$ cat src/teit_pkg.sv
`timescale 1ns / 1ps
package teit_pkg;

	localparam int TEIT_CHANNELS = 64;

	localparam int WORD_W    = 32;
	localparam int TIME_W    = 40;
	localparam int DIFF_W    = 41;
	localparam int GAP_W     = 42;
	localparam int CH_W      = 6;
	localparam int KIND_W    = 4;
	localparam int EPOCH_W   = 15;
	localparam int TS_W      = 23;
	localparam int IDX_W     = 7;
	localparam int CFG_IDX_W = 3;

	// candidate results of one hit: own-channel kinds, then six per valve
	localparam int NCAND       = 15;
	localparam int CAND_W      = 4;
	localparam int VALVE_BASE  = 3;
	localparam int VALVE_SPAN  = 6;
	localparam int MAX_RESULTS = 4;
	localparam int CNT_W       = 2;

	localparam logic [CFG_IDX_W-1:0] REG_GAP_THRESHOLD = 3'd0;
	localparam logic [CFG_IDX_W-1:0] REG_A_OPEN        = 3'd1;
	localparam logic [CFG_IDX_W-1:0] REG_A_CLOSE       = 3'd2;
	localparam logic [CFG_IDX_W-1:0] REG_A_DRIVE       = 3'd3;
	localparam logic [CFG_IDX_W-1:0] REG_B_OPEN        = 3'd4;
	localparam logic [CFG_IDX_W-1:0] REG_B_CLOSE       = 3'd5;
	localparam logic [CFG_IDX_W-1:0] REG_B_DRIVE       = 3'd6;

	localparam logic [KIND_W-1:0] KIND_RISE_PERIOD  = 4'd0;
	localparam logic [KIND_W-1:0] KIND_FALL_PERIOD  = 4'd1;
	localparam logic [KIND_W-1:0] KIND_FALL_TO_RISE = 4'd2;
	localparam logic [KIND_W-1:0] KIND_DRIVE_CLOSE  = 4'd3;
	localparam logic [KIND_W-1:0] KIND_DRIVE_OPEN   = 4'd4;
	localparam logic [KIND_W-1:0] KIND_CLOSE_OPEN   = 4'd5;
	localparam logic [KIND_W-1:0] KIND_NODRIVE_CLOSE = 4'd6;
	localparam logic [KIND_W-1:0] KIND_NODRIVE_OPEN = 4'd7;
	localparam logic [KIND_W-1:0] KIND_OPEN_CLOSE   = 4'd8;

	localparam logic [7:0] ROLLOVER_TAG = 8'hff;
	localparam logic [1:0] HIT_TAG      = 2'b10;
	localparam logic       EDGE_RISE    = 1'b0;
	localparam logic       EDGE_FALL    = 1'b1;

	localparam logic [TIME_W-1:0] RST_GAP_THRESHOLD = 40'd10000000;
	localparam logic [CH_W-1:0]   RST_A_OPEN  = 6'd8;
	localparam logic [CH_W-1:0]   RST_A_CLOSE = 6'd9;
	localparam logic [CH_W-1:0]   RST_A_DRIVE = 6'd25;
	localparam logic [CH_W-1:0]   RST_B_OPEN  = 6'd10;
	localparam logic [CH_W-1:0]   RST_B_CLOSE = 6'd11;
	localparam logic [CH_W-1:0]   RST_B_DRIVE = 6'd26;

	typedef struct packed {
		logic [TIME_W-1:0] gap_threshold;
		logic [CH_W-1:0]   a_open;
		logic [CH_W-1:0]   a_close;
		logic [CH_W-1:0]   a_drive;
		logic [CH_W-1:0]   b_open;
		logic [CH_W-1:0]   b_close;
		logic [CH_W-1:0]   b_drive;
	} cfg_t;

	typedef enum logic [1:0] {
		ST_IDLE,
		ST_GAP,
		ST_EMIT
	} seq_state_t;

endpackage

$ cat src/teit_in_buf.sv
`timescale 1ns / 1ps
module teit_in_buf (
	input  logic                       clk,
	input  logic                       arst_n,
	input  logic                       in_valid,
	output logic                       in_ready,
	input  logic [teit_pkg::WORD_W-1:0] data_word,
	output logic                       word_valid,
	output logic [teit_pkg::WORD_W-1:0] word,
	input  logic                       word_take
);
	import teit_pkg::*;

	logic              valid_q;
	logic [WORD_W-1:0] word_q;

	// accept the next word in the cycle the engine retires the held one
	assign in_ready   = !valid_q || word_take;
	assign word_valid = valid_q;
	assign word       = word_q;

	always_ff @(posedge clk or negedge arst_n) begin
		if (!arst_n) begin
			valid_q <= 1'b0;
		end else if (in_valid && in_ready) begin
			valid_q <= 1'b1;
		end else if (word_take) begin
			valid_q <= 1'b0;
		end
	end

	always_ff @(posedge clk) begin
		if (in_valid && in_ready) begin
			word_q <= data_word;
		end
	end

endmodule

$ cat config.mk
export PLATFORM = sky130hd
export DESIGN_NAME = teit_in_buf
export DESIGN_NICKNAME = d
export VERILOG_FILES = /design/src/teit_pkg.sv /design/src/teit_in_buf.sv
export SDC_FILE = /design/constraint.sdc
export NUM_CORES = 1
export LEC_CHECK = 0
export ABC_AREA = 1
export BUFFER_PORTS_ARGS = -buffer_cell sky130_fd_sc_hd__buf_4
export CAP_MARGIN = 10
export CORE_MARGIN = 2
export CORE_UTILIZATION = 42
export CTS_CLUSTER_SIZE = 16
export DETAILED_ROUTE_END_ITERATION = 8
export GPL_TIMING_DRIVEN = 1
export PLACE_DENSITY = 0.89
export SLEW_MARGIN = 5
export SYNTH_ARGS = -nofsm -noshare
export SYNTH_HDL_FRONTEND = slang
export SYNTH_SLANG_ARGS = --single-unit
export TNS_END_PERCENT = 20
$ cat constraint.sdc
create_clock -name clk -period 4.9 [get_ports clk]
set_input_delay 0.98 -clock clk [delete_from_list [all_inputs] [get_ports clk]]
set_output_delay 0.98 -clock clk [all_outputs]
set_load 0.02 [all_outputs]
==> results.yml <==
timing:
  layout_min_cycle_time_ps: 2410
  max_freq_mhz: 415
  rsz0062_at_grt: "no"
  setup_viol: 0
  finalMaxSlewViolations: 0
  setup-tns-final_ps: 0
  worstMarginPinSlew_ps: 944
  period_share: 0.492
  max_slew_margin: 0.369
  hold_viol_final: 0
  skew_ps: 10.3
layout:
  num_antenna_cells: 0
  drive_gt1_frac: 0.661
  syn2layout_area_growth_pct: 63.6
  final_core_util: 0.737
  nNetsFinal: 150
logic_synthesis:
  synth_flop_cell: "edfxtp_1"
  yosysWarnings: 0
  synth_cells: 38
  synth_top_family_by_area: "buffers and inverters"
  netlist_top_cells_count: "32 x edfxtp_1, 2 x inv_1, 2 x nand2_1"
  synth_top_area_frac: 0.955
  synth_compound_area_frac: 0.00498
  synth_edf_count: 32
  synth-seq-cells: 33
  synth_area_leaders: "edfxtp_1 96%, dfrtp_1 2.5%, inv_1 0.75%"
  yosysSeqAreaShare: 0.980
  yosysUniqueCellTypes: 5
  yosys.area_share.adder: 0
  synthMuxAreaShare: 0
  synth.most_common_cell: "edfxtp_1"
  syn_nets: 74
  synth_area_leader_cell: "edfxtp_1"
  syn-cell-area_um2: 1010
  synth_xor_area_frac: 0
  ys_async_sr_fraction: 0.0303
  avgSynthCellArea_um2: 26.5
  yosys.area_share.simple: 0.00746
clocking:
  cts_resized: 0
  insertion_delay_ps: 320
  clock_sinks: 33
  clkTransAtPathRegs_ps: 90
  htreeDepth: 2
  cts_tree: "yes"
  cts_root_buffer: "clkbuf_4"
  cts_buffer_depth: 2
  postCtsSetupBuffers: 0
  ctsHoldBuffers: 0
  cts_buffers: 5
grt:
  grt_pass1_vias: 681
  grt_use_total: 0.164
  grt_pass1_wl_um: 2920
  grt_start_max_net_pins: 33
  antenna_found_initial: 0
  grt_overflow_total: 0
critical_path:
  cpPeakStageDelay_ps: 160
  path_cells: "buf_4, inv_1, nand2_1, buf_4"
  rr_startpoint: "word_valid$_DFFE_PN0P_"
  start_kind: "input port"
  worstSetupStartpoint: "word_take"
  path_common_cell: "buf_4"
  worstPathMaxFanout: 2
  worst-setup-path-type: "in -> out"
  crit_arrival_ps: 1430
  crit_family: "buffers and inverters"
  cp_slowest_cell: "buf_4"
  cp.required_ps: 3920
  cp-end-kind: "output pin"
  cp_num_buf_inv: 3
placed_design:
  port_buffers: 69
  gp_congestion: 0.693
pwr:
  p_leak_uw: 0.000706
  power_density_nw_per_um2: 360
  peakVddDrop_uv: 242
drt:
  drtIter0Drc: 3
  routed_wirelength_um: 2020
  drcViolationCount: 0
  ant_nets: 0
  drt-vias-per-instance: 4.47
  wire_per_inst_um: 14.1
  firstDrtPassIters: 4
  vias: 639
outcome:
  status: "finished, final reports clean"
die:
  die_w_um: 52.9
  die_area_um2: 2800
  die_h_um: 52.9
  initial_utilization: 0.450
  boundaryPins: 70
  rows: 17
  core_area_um2: 2230
flow_run:
  cap_viol_max_count: 0
hold_path:
  hp-class: "in -> async"
==> sequential cells by signal, summed over array words and instances (netlist names) <==
signal,count
word_valid,1
word,32
==> final cells by class <==
cell class,count,area [µm²]
sequential,33,986
fill,143,588
timing repair buffer,69,518
clock buffer,6,41.3
tap,28,35.0
clock inverter,2,33.8
multi-input combinational,3,23.8
inverter,2,7.51
==> power breakdown <==
| group | total (µW) | internal, µW | switching, µW |
|---|---|---|---|
| clock | 188 | 106 | 81.5 |
| combinational | 72.3 | 36.2 | 36.2 |
| sequential | 333 | 328 | 4.55 |
==> cell families (layout without fill, tap and decap cells) <==
group                  Yosys count  in the layout
AO/OA/AOI/OAI                    1              1
buffers and inverters            2             79
flip-flops                      33             33
AND/OR/NAND/NOR                  2              2
==> metal layers <==
| layer | vias up | share of wire | wire length, µm | GRT usage |
|---|---|---|---|---|
| met5 | - | 0 | 0 | 0 |
| met4 | 0 | 0.020 | 40 | 0.115 |
| met3 | 5 | 0.16 | 326 | 0.0989 |
| met2 | 53 | 0.50 | 1010 | 0.273 |
| met1 | 282 | 0.32 | 640 | 0.142 |
| li1 | 299 | - | - | - |
==> cells in the final DEF, fill, tap and decap left out <==
master     synthesis  layout
dfrtp_1            1       1
clkinv_1           0       1
clkbuf_1           0       1
edfxtp_1          32      32
a21oi_4            0       1
bufinv_16          0       1
nand2_1            2       2
buf_4              0      69
clkbuf_4           0       5
inv_1              2       2
==> through the flow <==
stage | setup slack (ps) | total power (µW) | hold WS [ps] | area [µm²] | std cells
finish | 2490 | 593 | 416 | 1650 | 143
global route | 2450 | 615 | 394 | 1650 | 143
CTS | 2490 | 600 | 397 | 1650 | 143
detailed placement | 2490 | 412 | 581 | 1570 | 135
global placement | 2510 | 410 | 564 | 1570 | 135
floorplan | 1870 | 366 | 684 | 1010 | 38
==> worst paths after layout <==
path / endpoint / slack, ps / cells after the start
worst min register to register: word_valid$_DFFE_PN0P_ / 610 / 2
worst max-delay path: in_ready / 2490 / 4
max in group asynchronous: word_valid$_DFFE_PN0P_ / 4400 / 1
min in group clk: word_valid$_DFFE_PN0P_ / 610 / 2
worst max register to register: word[13]$_DFFE_PP_ / 3320 / 1
worst min-delay path: word_valid$_DFFE_PN0P_ / 420 / 1
(Power assumes the default switching activity.)
