==> src/teit_pkg.sv <==
`timescale 1ns / 1ps
package teit_pkg;

	localparam int TEIT_CHANNELS = 64;

	localparam int WORD_W    = 32;
	localparam int TIME_W    = 40;
	localparam int DIFF_W    = 41;
	localparam int GAP_W     = 42;
	localparam int CH_W      = 6;
	localparam int KIND_W    = 4;
	localparam int EPOCH_W   = 15;
	localparam int TS_W      = 23;
	localparam int IDX_W     = 7;
	localparam int CFG_IDX_W = 3;

	// candidate results of one hit: own-channel kinds, then six per valve
	localparam int NCAND       = 15;
	localparam int CAND_W      = 4;
	localparam int VALVE_BASE  = 3;
	localparam int VALVE_SPAN  = 6;
	localparam int MAX_RESULTS = 4;
	localparam int CNT_W       = 2;

	localparam logic [CFG_IDX_W-1:0] REG_GAP_THRESHOLD = 3'd0;
	localparam logic [CFG_IDX_W-1:0] REG_A_OPEN        = 3'd1;
	localparam logic [CFG_IDX_W-1:0] REG_A_CLOSE       = 3'd2;
	localparam logic [CFG_IDX_W-1:0] REG_A_DRIVE       = 3'd3;
	localparam logic [CFG_IDX_W-1:0] REG_B_OPEN        = 3'd4;
	localparam logic [CFG_IDX_W-1:0] REG_B_CLOSE       = 3'd5;
	localparam logic [CFG_IDX_W-1:0] REG_B_DRIVE       = 3'd6;

	localparam logic [KIND_W-1:0] KIND_RISE_PERIOD  = 4'd0;
	localparam logic [KIND_W-1:0] KIND_FALL_PERIOD  = 4'd1;
	localparam logic [KIND_W-1:0] KIND_FALL_TO_RISE = 4'd2;
	localparam logic [KIND_W-1:0] KIND_DRIVE_CLOSE  = 4'd3;
	localparam logic [KIND_W-1:0] KIND_DRIVE_OPEN   = 4'd4;
	localparam logic [KIND_W-1:0] KIND_CLOSE_OPEN   = 4'd5;
	localparam logic [KIND_W-1:0] KIND_NODRIVE_CLOSE = 4'd6;
	localparam logic [KIND_W-1:0] KIND_NODRIVE_OPEN = 4'd7;
	localparam logic [KIND_W-1:0] KIND_OPEN_CLOSE   = 4'd8;

	localparam logic [7:0] ROLLOVER_TAG = 8'hff;
	localparam logic [1:0] HIT_TAG      = 2'b10;
	localparam logic       EDGE_RISE    = 1'b0;
	localparam logic       EDGE_FALL    = 1'b1;

	localparam logic [TIME_W-1:0] RST_GAP_THRESHOLD = 40'd10000000;
	localparam logic [CH_W-1:0]   RST_A_OPEN  = 6'd8;
	localparam logic [CH_W-1:0]   RST_A_CLOSE = 6'd9;
	localparam logic [CH_W-1:0]   RST_A_DRIVE = 6'd25;
	localparam logic [CH_W-1:0]   RST_B_OPEN  = 6'd10;
	localparam logic [CH_W-1:0]   RST_B_CLOSE = 6'd11;
	localparam logic [CH_W-1:0]   RST_B_DRIVE = 6'd26;

	typedef struct packed {
		logic [TIME_W-1:0] gap_threshold;
		logic [CH_W-1:0]   a_open;
		logic [CH_W-1:0]   a_close;
		logic [CH_W-1:0]   a_drive;
		logic [CH_W-1:0]   b_open;
		logic [CH_W-1:0]   b_close;
		logic [CH_W-1:0]   b_drive;
	} cfg_t;

	typedef enum logic [1:0] {
		ST_IDLE,
		ST_GAP,
		ST_EMIT
	} seq_state_t;

endpackage

==> src/teit_seq.sv <==
`timescale 1ns / 1ps
module teit_seq #(
	parameter int CHANNELS = teit_pkg::TEIT_CHANNELS,
	localparam int AW = $clog2(2 * CHANNELS)
) (
	input  logic                              clk,
	input  logic                              arst_n,
	input  teit_pkg::cfg_t                    cfg,
	input  logic                              word_valid,
	input  logic [teit_pkg::WORD_W-1:0]       word,
	output logic                              word_take,
	output logic                              ram_we,
	output logic [AW-1:0]                     ram_waddr,
	output logic [teit_pkg::TIME_W-1:0]       ram_wdata,
	output logic                              ram_re,
	output logic [AW-1:0]                     ram_raddr,
	input  logic [teit_pkg::TIME_W-1:0]       ram_rdata,
	output logic                              out_valid,
	input  logic                              out_ready,
	output logic [teit_pkg::KIND_W-1:0]       interval_kind,
	output logic [teit_pkg::CH_W-1:0]         hit_channel,
	output logic signed [teit_pkg::DIFF_W-1:0] interval_ticks,
	output logic                              reference_valid,
	output logic                              last_result
);
	import teit_pkg::*;

	localparam int DEPTH = 2 * CHANNELS;

	seq_state_t state_q, state_d;

	logic [EPOCH_W-1:0] epoch_q;
	logic [CH_W-1:0]    ch_q;
	logic               edge_q;
	logic [TIME_W-1:0]  now_q;
	logic [NCAND-1:0]   mask_q;
	logic [CAND_W-1:0]  sel_q;
	logic [CNT_W-1:0]   cnt_q;
	logic [DEPTH-1:0]   flags_q;

	logic               out_valid_q;
	logic [KIND_W-1:0]  kind_q;
	logic [CH_W-1:0]    chan_q;
	logic [DIFF_W-1:0]  ticks_q;
	logic               refv_q;
	logic               last_q;

	logic               is_roll, is_hit, in_range;
	logic [CH_W-1:0]    w_ch;
	logic [TS_W-1:0]    w_ts;
	logic               w_edge;
	logic [TIME_W-1:0]  now_c;

	logic [IDX_W-1:0]   own_idx;
	logic [GAP_W-1:0]   gap_diff;
	logic               gap;

	logic [KIND_W-1:0]  cand_kind [NCAND];
	logic [IDX_W-1:0]   cand_ref  [NCAND];
	logic [NCAND-1:0]   cand_en;
	logic [CH_W-1:0]    vop [2];
	logic [CH_W-1:0]    vcl [2];
	logic [CH_W-1:0]    vdr [2];

	logic [NCAND-1:0]   iss_mask, iss_rest;
	logic [CAND_W-1:0]  iss_sel;
	logic               out_free;
	logic               emit_last;
	logic               capture, issue, finish, load_out;
	logic               cur_refv;
	logic [DIFF_W-1:0]  cur_ticks;

	function automatic logic seen_at(input logic [IDX_W-1:0] idx,
	                                 input logic [DEPTH-1:0] fl);
		return ({1'b0, idx[IDX_W-1:1]} < IDX_W'(CHANNELS)) && fl[idx[AW-1:0]];
	endfunction

	function automatic logic [CAND_W-1:0] first_set(input logic [NCAND-1:0] m);
		logic [CAND_W-1:0] r;
		r = '0;
		for (int i = NCAND - 1; i >= 0; i--) begin
			if (m[i]) begin
				r = CAND_W'(i);
			end
		end
		return r;
	endfunction

	assign is_roll  = word[31:24] == ROLLOVER_TAG;
	assign is_hit   = word[31:30] == HIT_TAG;
	assign w_ch     = word[29:24];
	assign w_ts     = word[23:1];
	assign w_edge   = word[0];
	assign in_range = {1'b0, w_ch} < IDX_W'(CHANNELS);

	// timestamp + epoch * (2^23 - 1)
	assign now_c = TIME_W'({epoch_q, {TS_W{1'b0}}}) - TIME_W'(epoch_q) + TIME_W'(w_ts);

	assign own_idx  = {ch_q, edge_q};
	assign gap_diff = {2'b00, now_q} - {2'b00, ram_rdata};
	assign gap      = !seen_at(own_idx, flags_q) ||
	                  ($signed(gap_diff) > $signed({2'b00, cfg.gap_threshold}));

	assign vop[0] = cfg.a_open;
	assign vcl[0] = cfg.a_close;
	assign vdr[0] = cfg.a_drive;
	assign vop[1] = cfg.b_open;
	assign vcl[1] = cfg.b_close;
	assign vdr[1] = cfg.b_drive;

	// candidate list in emission order
	always_comb begin
		cand_kind[0] = KIND_RISE_PERIOD;
		cand_ref[0]  = {ch_q, EDGE_RISE};
		cand_en[0]   = (edge_q == EDGE_RISE) && seen_at({ch_q, EDGE_RISE}, flags_q);
		cand_kind[1] = KIND_FALL_TO_RISE;
		cand_ref[1]  = {ch_q, EDGE_FALL};
		cand_en[1]   = (edge_q == EDGE_RISE) && seen_at({ch_q, EDGE_FALL}, flags_q);
		cand_kind[2] = KIND_FALL_PERIOD;
		cand_ref[2]  = {ch_q, EDGE_FALL};
		cand_en[2]   = (edge_q == EDGE_FALL) && seen_at({ch_q, EDGE_FALL}, flags_q);
		for (int v = 0; v < 2; v++) begin
			cand_kind[VALVE_BASE + VALVE_SPAN*v]     = KIND_DRIVE_CLOSE;
			cand_ref[VALVE_BASE + VALVE_SPAN*v]      = {vdr[v], EDGE_RISE};
			cand_en[VALVE_BASE + VALVE_SPAN*v]       = gap && ch_q == vcl[v] &&
			                                           edge_q == EDGE_FALL;
			cand_kind[VALVE_BASE + VALVE_SPAN*v + 1] = KIND_DRIVE_OPEN;
			cand_ref[VALVE_BASE + VALVE_SPAN*v + 1]  = {vdr[v], EDGE_RISE};
			cand_en[VALVE_BASE + VALVE_SPAN*v + 1]   = gap && ch_q == vop[v] &&
			                                           edge_q == EDGE_RISE;
			cand_kind[VALVE_BASE + VALVE_SPAN*v + 2] = KIND_CLOSE_OPEN;
			cand_ref[VALVE_BASE + VALVE_SPAN*v + 2]  = {vcl[v], EDGE_FALL};
			cand_en[VALVE_BASE + VALVE_SPAN*v + 2]   = gap && ch_q == vop[v] &&
			                                           edge_q == EDGE_RISE;
			cand_kind[VALVE_BASE + VALVE_SPAN*v + 3] = KIND_NODRIVE_CLOSE;
			cand_ref[VALVE_BASE + VALVE_SPAN*v + 3]  = {vdr[v], EDGE_FALL};
			cand_en[VALVE_BASE + VALVE_SPAN*v + 3]   = gap && ch_q == vcl[v] &&
			                                           edge_q == EDGE_RISE;
			cand_kind[VALVE_BASE + VALVE_SPAN*v + 4] = KIND_OPEN_CLOSE;
			cand_ref[VALVE_BASE + VALVE_SPAN*v + 4]  = {vop[v], EDGE_FALL};
			cand_en[VALVE_BASE + VALVE_SPAN*v + 4]   = gap && ch_q == vcl[v] &&
			                                           edge_q == EDGE_RISE;
			cand_kind[VALVE_BASE + VALVE_SPAN*v + 5] = KIND_NODRIVE_OPEN;
			cand_ref[VALVE_BASE + VALVE_SPAN*v + 5]  = {vdr[v], EDGE_FALL};
			cand_en[VALVE_BASE + VALVE_SPAN*v + 5]   = gap && ch_q == vop[v] &&
			                                           edge_q == EDGE_FALL;
		end
	end

	assign iss_mask  = (state_q == ST_GAP) ? cand_en : mask_q;
	assign iss_sel   = first_set(iss_mask);
	assign iss_rest  = iss_mask & ~(NCAND'(1) << iss_sel);
	assign out_free  = !out_valid_q || out_ready;
	assign emit_last = (mask_q == '0) || (cnt_q == CNT_W'(MAX_RESULTS - 1));

	always_comb begin
		state_d   = state_q;
		word_take = 1'b0;
		capture   = 1'b0;
		issue     = 1'b0;
		finish    = 1'b0;
		load_out  = 1'b0;
		ram_re    = 1'b0;
		ram_raddr = cand_ref[iss_sel][AW-1:0];
		case (state_q)
			ST_IDLE: begin
				ram_raddr = AW'({w_ch, w_edge});
				if (word_valid) begin
					if (is_hit && in_range) begin
						capture = 1'b1;
						ram_re  = 1'b1;
						state_d = ST_GAP;
					end else begin
						word_take = 1'b1;
					end
				end
			end
			ST_GAP: begin
				if (cand_en == '0) begin
					finish = 1'b1;
				end else begin
					issue = 1'b1;
				end
			end
			ST_EMIT: begin
				if (out_free) begin
					load_out = 1'b1;
					if (emit_last) begin
						finish = 1'b1;
					end else begin
						issue = 1'b1;
					end
				end
			end
			default: begin
				state_d = ST_IDLE;
			end
		endcase
		if (issue) begin
			ram_re  = 1'b1;
			state_d = ST_EMIT;
		end
		if (finish) begin
			word_take = 1'b1;
			state_d   = ST_IDLE;
		end
	end

	assign ram_we    = finish;
	assign ram_waddr = own_idx[AW-1:0];
	assign ram_wdata = now_q;

	always_ff @(posedge clk or negedge arst_n) begin
		if (!arst_n) begin
			state_q <= ST_IDLE;
		end else begin
			state_q <= state_d;
		end
	end

	always_ff @(posedge clk or negedge arst_n) begin
		if (!arst_n) begin
			epoch_q <= '0;
			flags_q <= '0;
		end else begin
			if (state_q == ST_IDLE && word_valid && is_roll) begin
				epoch_q <= word[15:1];
			end
			if (finish) begin
				flags_q[own_idx[AW-1:0]] <= 1'b1;
			end
		end
	end

	always_ff @(posedge clk) begin
		if (capture) begin
			ch_q   <= w_ch;
			edge_q <= w_edge;
			now_q  <= now_c;
		end
		if (issue) begin
			sel_q  <= iss_sel;
			mask_q <= iss_rest;
			cnt_q  <= (state_q == ST_GAP) ? '0 : cnt_q + CNT_W'(1);
		end
	end

	// read data now holds the reference entry of the selected candidate
	assign cur_refv  = seen_at(cand_ref[sel_q], flags_q);
	assign cur_ticks = cur_refv ? ({1'b0, now_q} - {1'b0, ram_rdata}) : '0;

	always_ff @(posedge clk or negedge arst_n) begin
		if (!arst_n) begin
			out_valid_q <= 1'b0;
		end else if (load_out) begin
			out_valid_q <= 1'b1;
		end else if (out_ready) begin
			out_valid_q <= 1'b0;
		end
	end

	always_ff @(posedge clk) begin
		if (load_out) begin
			kind_q  <= cand_kind[sel_q];
			chan_q  <= ch_q;
			ticks_q <= cur_ticks;
			refv_q  <= cur_refv;
			last_q  <= emit_last;
		end
	end

	assign out_valid       = out_valid_q;
	assign interval_kind   = kind_q;
	assign hit_channel     = chan_q;
	assign interval_ticks  = $signed(ticks_q);
	assign reference_valid = refv_q;
	assign last_result     = last_q;

endmodule

==> config.mk <==
export PLATFORM = sky130hd
export DESIGN_NAME = teit_seq
export DESIGN_NICKNAME = d
export VERILOG_FILES = /design/src/teit_pkg.sv /design/src/teit_seq.sv
export SDC_FILE = /design/constraint.sdc
export NUM_CORES = 1
export LEC_CHECK = 0
export ABC_AREA = 1
export BUFFER_PORTS_ARGS = -buffer_cell sky130_fd_sc_hd__clkbuf_2
export CAP_MARGIN = 10
export CELL_PAD_IN_SITES_DETAIL_PLACEMENT = 0
export CELL_PAD_IN_SITES_GLOBAL_PLACEMENT = 2
export CORE_MARGIN = 2
export CORE_UTILIZATION = 36
export CTS_CLUSTER_SIZE = 40
export DETAILED_ROUTE_END_ITERATION = 12
export PLACE_DENSITY_LB_ADDON = 0.1
export SLEW_MARGIN = 20
export SYNTH_ARGS = -nofsm -noshare
export SYNTH_HDL_FRONTEND = slang
export SYNTH_SLANG_ARGS = --single-unit
==> constraint.sdc <==
create_clock -name clk -period 9.24 [get_ports clk]
set_input_delay 0.462 -clock clk [delete_from_list [all_inputs] [get_ports clk]]
set_output_delay 0.462 -clock clk [all_outputs]
set_load 0.01 [all_outputs]
==> Flow_metrics.wiki <==
{| class="wikitable"
! Metric !! Value
|-
| Weighted congestion reported at the end of routability-driven placement || between 0.9 and 1
|-
| Wire length of the first global-routing pass || between 100000 and 150000 um
|-
| Post-CTS Repair Setup Buffers || 0
|-
| Initial antenna violation count || 1
|-
| Maximum number of buffers from clock root to sink || 3
|-
| Unrepaired setup endpoints after global routing || false
|-
| Cell type with the highest occurrence count on the critical path || nand2_1
|-
| Count of placed standard cells including taps || about 3600
|-
| Dominant delay contributor by cell family on the critical path || simple AND/OR/NAND/NOR gates
|-
| Sw Share || around 44%
|-
| Final Max Slew Viols || 0
|-
| Vias in the first global route || 19000
|-
| Clock sink count || about 270
|-
| LEAKAGE || ~12 nW
|-
| Slowest stage cell on the critical path || edfxtp_1
|-
| Total routing usage reported by global routing || 25.8%
|-
| CORE AREA || around 55000 um2
|-
| Max_cap viols || 0
|-
| Slew of the pin with the lowest slew margin || 1.04 ns
|-
| Total power after layout || around 5.5 mW
|-
| Synth Net Count || 3010
|-
| Number of enable flip-flop cells after synthesis || roughly 120
|-
| Detailed-router iteration count before antenna repair || 5
|-
| Worst-case clock skew || between 0.015 and 0.02 ns
|-
| Synth-to-layout area growth || 16.6%
|-
| TritonCTS clock tree || done
|-
| Share of post-route cells with drive strength above 1 || about 15%
|-
| Main synth FF type || dfrtp_1
|-
| Number of H-tree levels || 2
|-
| Register bit total from synthesis || approximately 270
|-
| Average wire per standard cell || between 20 and 25 um
|-
| Layout Utilization || around 42%
|-
| Sequential fraction of design power || 27.4%
|-
| Number of top-level pins || 263
|-
| Horizontal die dimension || between 200 and 250 um
|-
| Synthesized netlist cell count || approximately 2700
|-
| Synthesized area || slightly below 20000 um2
|-
| Switching Power || roughly 2.4 mW
|-
| Number of buffers created by CTS || 38
|-
| Post-route antenna net violation count || 0
|-
| Drt total wl || roughly 75000 um
|-
| Clock network latency to the later pin of the worst-skew pair || about 0.57 ns
|-
| Port buffer count || around 260
|-
| Minimum hold slack || around 0.10 ns
|-
| Critical setup path kind || reg2out
|-
| Violation count after the first detailed-route iteration || about 1300
|-
| Cell area after placement || 21800 um2
|-
| Placed wire-length estimate after detailed placement || 54300 um
|-
| Period utilisation layout || about nine tenths
|-
| Post-layout instance area || roughly 23000 um2
|-
| Post-synth cell types || 64
|-
| Maximum number of pins on one net before global-route repair || between 80 and 90
|-
| Share of synthesized flip-flops with an asynchronous set or reset || a little over half
|-
| Clk Tree Root Cell || clkbuf_16
|-
| Final setup viols || 0
|-
| Class of the tightest hold or removal check || in2reg
|-
| Setup TNS after final layout || 0 ns
|-
| Layout Nets || approximately 3200
|-
| Critical Path Source Type || flip-flop
|-
| Post-placement setup slack || about 1.1 ns
|-
| Fin crit period || 8.44 ns
|-
| Die Footprint || approximately 57000 um2
|-
| Maximum frequency from static timing analysis || approximately 120 MHz
|-
| Capturing element type of the critical path || output pin
|-
| Internal || 3.11 mW
|-
| Least setup slack across all paths after layout || 0.800 ns
|-
| Clk network pwr share || approximately 28%
|-
| Max FO, Critical Path || 21
|-
| Maximum resistive drop on vdd || 194 uV
|-
| Worst path buffer plus inverter count || 7
|-
| Hold Violations, Final || 0
|-
| Average size of a mapped cell || 7.26 um2
|-
| YS warnings || 0
|-
| Outcome || finished, final reports clean
|-
| Detailed-route vias per instance || roughly 5.3
|-
| Largest incremental delay on the critical path || ~0.40 ns
|-
| Portion of the post-synthesis area used by sequential elements || between 30% and 40%
|-
| CTS clock-pin slew for the worst setup and hold paths || 0.06 ns
|-
| Power density relative to cell area || 238 nW/um2
|-
| Height of the chip || approximately 240 um
|-
| Arrival @ worst endpoint || 7.98 ns
|-
| Number of rows created at floorplan || 86
|-
| Via count || 19600
|-
| Combinational group share of total power || between 40% and 50%
|-
| Max_slew headroom || slightly below 30%
|-
| Count of non-filler cells in the finished layout || 3700
|-
| DRC || 0
|-
| Initial standard-cell utilization of the core || 36.2%
|-
| Required time at the worst-slack endpoint || a little under 9 ns
|-
| Gr ovfl total || 0
|}
==> layout make-up <==
class / instances / area [um2]
timing repair buffer: 290 / 1530
fill: 5768 / 31700
multi-input combinational: 1907 / 10400
tap: 704 / 881
clock buffer: 48 / 1060
clock inverter: 22 / 224
inverter: 461 / 1730
antenna: 1 / 2.50
sequential: 267 / 7290
==> path summary, 6_finish.rpt <==
check	startpoint	to	slack, ns	cells after the start
max	ram_wdata[0]$_DFFE_PP_	ram_raddr[0]	0.80	53
min	out_ready	out_valid$_DFFE_PN0P_	0.10	2
max reg2reg	ram_wdata[0]$_DFFE_PP_	mask_q[9]$_DFFE_PP_	2.00	51
min reg2reg	flags_q[30]$_DFFE_PN0P_	flags_q[30]$_DFFE_PN0P_	0.47	2
max in group asynchronous	arst_n	flags_q[69]$_DFFE_PN0P_	7.50	3
min in group asynchronous	arst_n	flags_q[27]$_DFFE_PN0P_	0.52	2
==> Yosys cell counts, drive strengths merged (40+ instances only) <==
library cell	count	area, um2
clkbuf	69	259
xor2	59	517
dfrtp	146	3650
ha	118	1480
a31oi	45	282
a21oi	139	696
inv	455	1710
o22ai	51	319
or2	40	250
edfxtp	121	3630
nor2	285	1080
o21ai	320	1610
nand3	97	495
nand2	549	2090
==> layout by cell type, fill, tap and decap left out, types with 13 or more instances in the layout <==
cell type and n:
o221ai_1 13, nand3_1 95, buf_4 26, ha_1 118, xnor2_1 23, o22ai_1 51, nor3_1 31, xor2_1 59
o21ai_1 14, edfxtp_1 121, nor2_1 272, clkbuf_2 261, clkbuf_16 41, inv_1 445, a21oi_1 138, a31oi_1 44
dfrtp_1 146, nand2_1 540, o21ai_0 304, nand4_1 25, or2_2 39
==> power groups by stage <==
stage | Sequential (mW) | Combinational (mW) | Clock (mW)
floorplan | 1.53 | 1.70 | 0
global placement | 1.53 | 2.47 | 0
detailed placement | 1.53 | 2.47 | 0
CTS | 1.51 | 2.48 | 1.56
global route | 1.52 | 2.78 | 1.61
finish | 1.51 | 2.49 | 1.52
==> cell families (layout without fill, tap and decap cells) <==
| family | count (synthesis) | in the layout | synth area share, % |
|---|---|---|---|
| flip-flops | 267 | 267 | 36.7 |
| multiplexers | 5 | 5 | 0.283 |
| AO/OA/AOI/OAI | 651 | 651 | 18.5 |
| adder cells (fa/ha/maj) | 120 | 120 | 7.63 |
| XOR/XNOR | 82 | 82 | 3.61 |
| buffers and inverters | 564 | 821 | 11.2 |
| AND/OR/NAND/NOR | 1049 | 1049 | 22.1 |
| other | 0 | 1 | 0 |
==> registers in the layout, summed over array words and instances, names as in the netlist, 2 cells and up <==
name            count
flags_q           128
interval_ticks     41
ram_wdata          40
epoch_q            15
mask_q             15
ch_q                6
hit_channel         6
interval_kind       4
sel_q               4
cnt_q               2
state_q             2
==> routing by layer <==
metal | track usage, % | vias to the layer above | wire [um]
met5 | 0 | - | 13
met4 | 11.6 | 2 | 3140
met3 | 4.02 | 144 | 4540
met2 | 43.1 | 654 | 34900
met1 | 32.9 | 9279 | 32200
li1 | - | 9493 | -
==> timing repair <==
item,CTS,global route
resized for setup,0,4
endpoints found under the hold margin,73,0
hold buffers,1,0
setup endpoints to repair,0,1
Note: power is estimated with default switching activity, not from simulation.
